===== src/rtl/lscf_pkg.sv =====
// Shared types and constants for the lidar scan curvature feature block.
// No dependencies; every other file of the block imports this package.
`default_nettype none

package lscf_pkg;

   localparam int POS_W      = 16;
   localparam int CURV_W     = 41;
   localparam int CSR_DATA_W = 64;
   localparam int CSR_ADDR_W = 3;

   localparam logic [CURV_W-1:0]     THRESH_RESET     = 41'd104858;
   localparam logic [CURV_W-1:0]     CURV_MAX         = {CURV_W{1'b1}};
   localparam logic [CSR_ADDR_W-1:0] ADDR_CURV_THRESH = 3'd0;

   typedef logic signed [POS_W-1:0] coord_type;

   typedef struct packed {
      coord_type x;
      coord_type y;
      coord_type z;
   } point_type;

   // advance: every pipeline stage moves one place; accept: an item enters
   typedef struct packed {
      logic advance;
      logic accept;
   } pipe_ctl_type;

endpackage

`default_nettype wire


===== src/rtl/lscf_window.sv =====
// Point window of the curvature block: shift line of points and line-end
// marks, running per-axis window totals and fill count. Uses lscf_pkg.
`default_nettype none

module lscf_window #(
   parameter int HALF_WINDOW = 5,
   parameter int DIFF_W      = 22
) (
   input  wire logic                      clock,
   input  wire logic                      reset,
   input  wire lscf_pkg::pipe_ctl_type    ctl,
   input  wire lscf_pkg::point_type       in_point,
   input  wire logic                      in_line_end,
   output logic                           fresh,
   output lscf_pkg::point_type            centre,
   output logic signed [DIFF_W-1:0]       diff_x,
   output logic signed [DIFF_W-1:0]       diff_y,
   output logic signed [DIFF_W-1:0]       diff_z,
   output logic                           window_ok
);
   import lscf_pkg::*;

   localparam int WIN_LEN = 2 * HALF_WINDOW + 1;
   localparam int FILL_W  = $clog2(WIN_LEN + 1);
   localparam logic [FILL_W-1:0]        FILL_FULL = FILL_W'(WIN_LEN);
   localparam logic signed [DIFF_W-1:0] WIN_MUL   = DIFF_W'(WIN_LEN);

   point_type                  win_ff [WIN_LEN];
   logic [WIN_LEN-1:0]         le_ff;
   logic [FILL_W-1:0]          fill_ff;
   logic [FILL_W-1:0]          fill_in;
   logic signed [DIFF_W-1:0]   tot_x_ff, tot_y_ff, tot_z_ff;
   logic signed [DIFF_W-1:0]   tot_x_in, tot_y_in, tot_z_in;
   logic                       fresh_ff;

   // running totals: add the new point, drop the oldest
   always_comb begin
      tot_x_in = tot_x_ff + DIFF_W'(in_point.x) - DIFF_W'(win_ff[WIN_LEN-1].x);
      tot_y_in = tot_y_ff + DIFF_W'(in_point.y) - DIFF_W'(win_ff[WIN_LEN-1].y);
      tot_z_in = tot_z_ff + DIFF_W'(in_point.z) - DIFF_W'(win_ff[WIN_LEN-1].z);
      fill_in  = (fill_ff == FILL_FULL) ? fill_ff : fill_ff + 1'b1;
   end

   always_ff @(posedge clock) begin
      if (reset) begin
         for (int k = 0; k < WIN_LEN; k++) begin
            win_ff[k] <= '0;
         end
         le_ff    <= '0;
         fill_ff  <= '0;
         tot_x_ff <= '0;
         tot_y_ff <= '0;
         tot_z_ff <= '0;
         fresh_ff <= 1'b0;
      end else begin
         if (ctl.advance) begin
            fresh_ff <= ctl.accept;
         end
         if (ctl.accept) begin
            win_ff[0] <= in_point;
            for (int k = 1; k < WIN_LEN; k++) begin
               win_ff[k] <= win_ff[k-1];
            end
            le_ff    <= {le_ff[WIN_LEN-2:0], in_line_end};
            fill_ff  <= fill_in;
            tot_x_ff <= tot_x_in;
            tot_y_ff <= tot_y_in;
            tot_z_ff <= tot_z_in;
         end
      end
   end

   // neighbors minus 2H times center equals total minus (2H+1) times center
   always_comb begin
      centre    = win_ff[HALF_WINDOW];
      diff_x    = tot_x_ff - WIN_MUL * DIFF_W'(win_ff[HALF_WINDOW].x);
      diff_y    = tot_y_ff - WIN_MUL * DIFF_W'(win_ff[HALF_WINDOW].y);
      diff_z    = tot_z_ff - WIN_MUL * DIFF_W'(win_ff[HALF_WINDOW].z);
      // a mark on the newest point only closes the current line
      window_ok = (fill_ff == FILL_FULL) && !(|le_ff[WIN_LEN-1:1]);
      fresh     = fresh_ff;
   end

endmodule

`default_nettype wire


===== src/rtl/lscf_score.sv =====
// Curvature scoring pipeline: squares of the window differences, their
// saturated sum, and sharp or flat flags against the threshold. Uses lscf_pkg.
`default_nettype none

module lscf_score #(
   parameter int DIFF_W = 22
) (
   input  wire logic                           clock,
   input  wire logic                           reset,
   input  wire lscf_pkg::pipe_ctl_type         ctl,
   input  wire logic                           fresh,
   input  wire lscf_pkg::point_type            centre,
   input  wire logic signed [DIFF_W-1:0]       diff_x,
   input  wire logic signed [DIFF_W-1:0]       diff_y,
   input  wire logic signed [DIFF_W-1:0]       diff_z,
   input  wire logic                           window_ok,
   input  wire logic [lscf_pkg::CURV_W-1:0]    threshold,
   output logic                                out_valid,
   output lscf_pkg::point_type                 out_centre,
   output logic [lscf_pkg::CURV_W-1:0]         out_curvature,
   output logic                                out_curve_valid,
   output logic                                out_sharp,
   output logic                                out_flat
);
   import lscf_pkg::*;

   localparam int ABS_W = DIFF_W - 1;
   localparam int SQ_W  = 2 * ABS_W;
   localparam int SUM_W = SQ_W + 2;
   localparam int EXT_W = (SUM_W > CURV_W) ? SUM_W : CURV_W;

   function automatic logic [ABS_W-1:0] mag(input logic signed [DIFF_W-1:0] d);
      logic signed [DIFF_W-1:0] n;
      n = (d < 0) ? -d : d;
      return n[ABS_W-1:0];
   endfunction

   // stage B: window differences
   logic                     b_vld_ff, b_ok_ff;
   point_type                b_pt_ff;
   logic signed [DIFF_W-1:0] b_dx_ff, b_dy_ff, b_dz_ff;
   // stage C: squares
   logic                     c_vld_ff, c_ok_ff;
   point_type                c_pt_ff;
   logic [SQ_W-1:0]          c_sx_ff, c_sy_ff, c_sz_ff;
   logic [SQ_W-1:0]          sx_in, sy_in, sz_in;
   logic [ABS_W-1:0]         ax, ay, az;
   // stage D: saturated curvature
   logic                     d_vld_ff, d_ok_ff;
   point_type                d_pt_ff;
   logic [CURV_W-1:0]        d_curv_ff, curv_in;
   logic [EXT_W-1:0]         sum_ext;
   // stage E: result register
   logic                     e_vld_ff, e_ok_ff, e_sharp_ff, e_flat_ff;
   point_type                e_pt_ff;
   logic [CURV_W-1:0]        e_curv_ff;

   always_comb begin
      ax      = mag(b_dx_ff);
      ay      = mag(b_dy_ff);
      az      = mag(b_dz_ff);
      sx_in   = SQ_W'(ax) * SQ_W'(ax);
      sy_in   = SQ_W'(ay) * SQ_W'(ay);
      sz_in   = SQ_W'(az) * SQ_W'(az);
      sum_ext = EXT_W'(SUM_W'(c_sx_ff) + SUM_W'(c_sy_ff) + SUM_W'(c_sz_ff));
      curv_in = (sum_ext > EXT_W'(CURV_MAX)) ? CURV_MAX : sum_ext[CURV_W-1:0];
   end

   always_ff @(posedge clock) begin
      if (reset) begin
         b_vld_ff <= 1'b0;
         c_vld_ff <= 1'b0;
         d_vld_ff <= 1'b0;
         e_vld_ff <= 1'b0;
      end else if (ctl.advance) begin
         b_vld_ff <= fresh;
         c_vld_ff <= b_vld_ff;
         d_vld_ff <= c_vld_ff;
         e_vld_ff <= d_vld_ff;
      end
   end

   always_ff @(posedge clock) begin
      if (ctl.advance) begin
         b_ok_ff    <= window_ok;
         b_pt_ff    <= centre;
         b_dx_ff    <= diff_x;
         b_dy_ff    <= diff_y;
         b_dz_ff    <= diff_z;

         c_ok_ff    <= b_ok_ff;
         c_pt_ff    <= b_pt_ff;
         c_sx_ff    <= sx_in;
         c_sy_ff    <= sy_in;
         c_sz_ff    <= sz_in;

         d_ok_ff    <= c_ok_ff;
         d_pt_ff    <= c_pt_ff;
         d_curv_ff  <= curv_in;

         e_ok_ff    <= d_ok_ff;
         e_pt_ff    <= d_pt_ff;
         e_curv_ff  <= d_curv_ff;
         e_sharp_ff <= d_ok_ff && (d_curv_ff > threshold);
         e_flat_ff  <= d_ok_ff && (d_curv_ff < threshold);
      end
   end

   always_comb begin
      out_valid       = e_vld_ff;
      out_centre      = e_pt_ff;
      out_curvature   = e_curv_ff;
      out_curve_valid = e_ok_ff;
      out_sharp       = e_sharp_ff;
      out_flat        = e_flat_ff;
   end

endmodule

`default_nettype wire


===== src/rtl/lidar_scan_curvature_features.sv =====
// Lidar scan curvature features: one result per point, for the point
// HALF_WINDOW items back. The window shift line feeds a four-stage difference,
// square, sum and compare pipeline that takes one item per cycle while the
// result channel is not stalled.
// Synchronous reset clears the window, line marks, fill count and pipeline,
// and loads the curvature threshold with its default.
`default_nettype none

module lidar_scan_curvature_features #(
   parameter int HALF_WINDOW = 5
) (
   input  wire logic                             clock,
   input  wire logic                             reset,
   // input channel
   input  wire logic                             req_valid,
   output logic                                  req_stall,
   input  wire logic signed [lscf_pkg::POS_W-1:0] req_pos_x,
   input  wire logic signed [lscf_pkg::POS_W-1:0] req_pos_y,
   input  wire logic signed [lscf_pkg::POS_W-1:0] req_pos_z,
   input  wire logic                             req_line_end,
   // result channel
   output logic                                  rsp_valid,
   input  wire logic                             rsp_stall,
   output logic signed [lscf_pkg::POS_W-1:0]     rsp_centre_x,
   output logic signed [lscf_pkg::POS_W-1:0]     rsp_centre_y,
   output logic signed [lscf_pkg::POS_W-1:0]     rsp_centre_z,
   output logic [lscf_pkg::CURV_W-1:0]           rsp_curvature,
   output logic                                  rsp_curve_valid,
   output logic                                  rsp_sharp_candidate,
   output logic                                  rsp_flat_candidate,
   // configuration port
   input  wire logic                             csr_psel,
   input  wire logic                             csr_penable,
   input  wire logic                             csr_pwrite,
   input  wire logic [lscf_pkg::CSR_ADDR_W-1:0]  csr_paddr,
   input  wire logic [lscf_pkg::CSR_DATA_W-1:0]  csr_pwdata,
   output logic [lscf_pkg::CSR_DATA_W-1:0]       csr_prdata,
   output logic                                  csr_pready
);
   import lscf_pkg::*;

   localparam int DIFF_W = $clog2(4 * HALF_WINDOW) + POS_W + 1;

   pipe_ctl_type             ctl;
   point_type                in_point;
   point_type                centre;
   point_type                out_centre;
   logic                     fresh;
   logic                     window_ok;
   logic signed [DIFF_W-1:0] diff_x, diff_y, diff_z;
   logic [CURV_W-1:0]        thresh_ff;
   logic                     csr_wr;

   // the whole pipeline holds only while a finished result is stalled
   always_comb begin
      ctl.advance = !rsp_valid || !rsp_stall;
      ctl.accept  = req_valid && ctl.advance;
      req_stall   = !ctl.advance;
      in_point.x  = req_pos_x;
      in_point.y  = req_pos_y;
      in_point.z  = req_pos_z;
   end

   // configuration register
   assign csr_wr     = csr_psel && csr_penable && csr_pwrite && csr_pready;
   assign csr_pready = 1'b1;

   always_ff @(posedge clock) begin
      if (reset) begin
         thresh_ff <= THRESH_RESET;
      end else if (csr_wr && (csr_paddr == ADDR_CURV_THRESH)) begin
         thresh_ff <= csr_pwdata[CURV_W-1:0];
      end
   end

   always_comb begin
      csr_prdata = '0;
      if (csr_paddr == ADDR_CURV_THRESH) begin
         csr_prdata = CSR_DATA_W'(thresh_ff);
      end
   end

   lscf_window #(
      .HALF_WINDOW (HALF_WINDOW),
      .DIFF_W      (DIFF_W)
   ) u_window (
      .clock       (clock),
      .reset       (reset),
      .ctl         (ctl),
      .in_point    (in_point),
      .in_line_end (req_line_end),
      .fresh       (fresh),
      .centre      (centre),
      .diff_x      (diff_x),
      .diff_y      (diff_y),
      .diff_z      (diff_z),
      .window_ok   (window_ok)
   );

   lscf_score #(
      .DIFF_W (DIFF_W)
   ) u_score (
      .clock           (clock),
      .reset           (reset),
      .ctl             (ctl),
      .fresh           (fresh),
      .centre          (centre),
      .diff_x          (diff_x),
      .diff_y          (diff_y),
      .diff_z          (diff_z),
      .window_ok       (window_ok),
      .threshold       (thresh_ff),
      .out_valid       (rsp_valid),
      .out_centre      (out_centre),
      .out_curvature   (rsp_curvature),
      .out_curve_valid (rsp_curve_valid),
      .out_sharp       (rsp_sharp_candidate),
      .out_flat        (rsp_flat_candidate)
   );

   always_comb begin
      rsp_centre_x = out_centre.x;
      rsp_centre_y = out_centre.y;
      rsp_centre_z = out_centre.z;
   end

   // input backpressure comes only from a stalled result
   a_stall_source: assert property (@(posedge clock) disable iff (reset)
      req_stall |-> (rsp_valid && rsp_stall))
      else $error("input stalled without a stalled result");

   // candidate flags only on valid windows
   a_flag_valid: assert property (@(posedge clock) disable iff (reset)
      (rsp_valid && (rsp_sharp_candidate || rsp_flat_candidate)) |-> rsp_curve_valid)
      else $error("candidate flag on an invalid window");

   // flags agree with the curvature and the threshold
   a_flag_match: assert property (@(posedge clock) disable iff (reset)
      (rsp_valid && rsp_curve_valid) |->
         ((rsp_sharp_candidate == (rsp_curvature > thresh_ff)) &&
          (rsp_flat_candidate == (rsp_curvature < thresh_ff))))
      else $error("candidate flags disagree with curvature");

endmodule

`default_nettype wire


===== config.mk =====
export PLATFORM = sky130hd
export DESIGN_NAME = lidar_scan_curvature_features
export DESIGN_NICKNAME = d
export VERILOG_FILES = /design/src/rtl/lscf_pkg.sv /design/src/rtl/lscf_window.sv /design/src/rtl/lscf_score.sv /design/src/rtl/lidar_scan_curvature_features.sv
export SDC_FILE = /design/constraint.sdc
export NUM_CORES = 2
export LEC_CHECK = 0
export ABC_AREA = 1
export BUFFER_PORTS_ARGS = -buffer_cell sky130_fd_sc_hd__buf_4
export CORE_ASPECT_RATIO = 0.6
export CORE_MARGIN = 2
export CORE_UTILIZATION = 45
export DETAILED_ROUTE_END_ITERATION = 6
export GPL_TIMING_DRIVEN = 0
export PLACE_DENSITY_LB_ADDON = 0.2
export SLEW_MARGIN = 20
export SYNTH_ARGS = -nofsm -noshare
export SYNTH_HDL_FRONTEND = slang
export SYNTH_SLANG_ARGS = --single-unit

===== constraint.sdc =====
create_clock -name clock -period 47.4 [get_ports clock]
set_input_delay 2.37 -clock clock [delete_from_list [all_inputs] [get_ports clock]]
set_output_delay 2.37 -clock clock [all_outputs]
set_load 0.02 [all_outputs]

==> results_dict.tcl <==
set metrics [dict create \
    cp-start-kind "register" \
    insertion_delay_ps 780 \
    rows 134 \
    crit_slowest_cell "xor2_2" \
    cts.reportedPaths.clkPinSlew_ps 70 \
    wl_per_cell_um 20.16 \
    cts.path.max_buffers 3 \
    crit_arrival_ps 11250 \
    hold_buffers 0 \
    syn_inst 11190 \
    yosysWarnings 0 \
    ys_seq_area_frac 0.3245 \
    fin_crit_sh 0.2258 \
    final_cell_mix "2,767 x inv_1, 1,525 x nand2_1, 1,491 x nor2_1, 1,040 x fa_1, 997 x edfxtp_1" \
    fill_cells 21040 \
    clock_skew_ps 62.79 \
    status "completed" \
    area_growth_pct 10.04 \
    period_minus_slack_ps 10700 \
    wirelength_mm 295.7 \
    routabilityCongestion 1.008 \
    cp_max_fo 11 \
    start_util 0.4516 \
    die_x_um 612.9 \
    synth_top_area_frac 0.2991 \
    hold_viol_final 0 \
    synth.ff_latch_count 1124 \
    drtPass1Iterations 6 \
    yosys.area.top_type "edfxtp_1" \
    max_stage_delay_ps 910 \
    final.setup.tns_ps 0 \
    cap_violations 0 \
    regArea_um2 32480 \
    rsz0062_at_grt "false" \
    overflow 0 \
    synth_area_per_cell_um2 8.948 \
    grtUsageTotal 0.2638 \
    cpMostUsedCell "inv_1" \
    die_area_um2 226400 \
    htree_levels 3 \
    path_class "register to register" \
    max_freq_mhz 93.45 \
    grt_pass1_vias 74090 \
    synth_area_um2 100100 \
    synth.area.top_cells "edfxtp_1 30%, fa_1 21%, inv_1 10%" \
    vias_per_cell 5.108 \
    num_vias 74910 \
    drtAntennaViolNets 0 \
    multiInputGateArea_um2 55930 \
    hold_path.class "register to register" \
    grt_pass1_wl_mm 452.5 \
    place.port_buffers 233 \
    num_io_pins 282 \
    yosysUniqueCellTypes 65 \
    crit_required_ps 47950 \
    place_hpwl_mm 246.6 \
    setup-violations-final 0 \
    max_slew_margin 0.2017 \
    cts_sinks 1124 \
    cts_tree "built" \
    ctsResizeCount 0 \
    antenna_found_initial 6 \
    numCtsBuffers 109 \
    coreArea_um2 221600 \
    layout.nets 13550 \
    crit_path_end_kind "register" \
    detail_route.iter0.violations 7580 \
    post-cts-setup-buffers 0 \
    drive_above_1_share 0.07044 \
    cts-root-buf "clkbuf_16" \
    mostFrequentLayoutCell "inv_1" \
    die_y_um 369.3 \
    grt_max_degree 59 \
    tightestPinTransition_ps 1196 \
    drcViolationCount 0 \
    slew_viol_final 0 \
]
[critical path, delay by kind of cell (launching register included)]
kind                       cells  cell delay [ps]
adders and majority gates      9             4130
and+or+nand+nor               10             2570
buffers and inverters         12             1860
xor gates and xnor gates       2             1100
DFF                            1              780
AOI/OAI and AO/OA              1               80
[path summary, 6_finish.rpt]
check,start,end,slack (ps),depth (start not counted)
max,u_score.b_dx_ff[0],u_score.c_sx_ff[38],36700,34
max reg2reg,u_score.b_dx_ff[0],u_score.c_sx_ff[38],36700,34
min,u_score.b_pt_ff[6],u_score.c_pt_ff[6],400,0
min reg2reg,u_score.b_pt_ff[6],u_score.c_pt_ff[6],400,0
[synthesized netlist by cell type, drive strengths merged]
library cell / number
xnor2: 124
o21ai: 392
edfxtp: 997
nor4: 28
a21boi: 17
ha: 816
nor4b: 1
nand2b: 1
mux2i: 1
a31o: 4
a21o: 51
nor3: 77
a221oi: 3
a31oi: 43
and2: 5
o221ai: 3
o21a: 11
nand3: 318
dfxtp: 127
or3: 3
nand2: 1560
clkbuf: 72
inv: 2827
o21bai: 48
and3: 10
o31ai: 8
clkinv: 9
a21oi: 506
o211ai: 16
nand4: 79
nor3b: 1
o2111ai: 2
a211oi: 9
fa: 1040
conb: 2
buf: 141
xor2: 213
o22ai: 39
or2: 19
nor2: 1540
nand3b: 24
[layout make-up]
cell class,count,share of cell area
clock inverter,76,0.009257
buffer,213,0.01051
multi-input combinational,7036,0.5078
timing repair buffer,255,0.02075
antenna,3,0.00006815
tap,2992,0.03399
sequential,1124,0.2949
inverter,2836,0.09666
clock buffer,130,0.02614
[metrics by stage]
stage	cell area [um^2]	worst slack, ps	util	std cells	hold WS, ps
after global placement	105700	4476	0.4768	14430	401.6
after CTS	110100	36630	0.4969	14660	385.1
after global routing	110100	36240	0.4970	14660	399.5
final	110200	36700	0.4970	14670	396.1
after floorplan	100200	18060	-	11210	400.3
after detailed placement	106200	36670	0.4793	14460	404.5
[registers in the layout (all words and copies together) (netlist names), 41 cells and up]
signal                 count
u_score.out_centre        48
u_score.d_curv_ff         41
u_window.win_ff          528
u_score.c_sx_ff           41
thresh_ff                 41
u_score.out_curvature     41
u_score.b_pt_ff           48
u_score.c_pt_ff           48
u_score.d_pt_ff           48
u_score.c_sy_ff           41
u_score.c_sz_ff           41
[kinds of logic after synthesis]
group                      share of synthesized area
xor gates and xnor gates                     0.03091
muxes                                      0.0001000
DFF                                           0.3245
AOI/OAI and AO/OA                            0.06341
buffers and inverters                         0.1178
adders and majority gates                     0.3100
other                                     0.00007503
and+or+nand+nor                               0.1532
[metal layers]
layer	vias up	wire length, um	global-route usage	part of all wire
li1	35400	-	-	-
met1	36380	149100	0.4287	0.50
met2	2882	111300	0.3488	0.38
met3	243	30350	0.06805	0.10
met4	4	4881	0.04329	0.017
met5	-	91	0.002341	0.00031
Power is left out: the tool's default activity adds up to more than one toggle a clock period on the data nets, which glitch-free logic cannot reach.
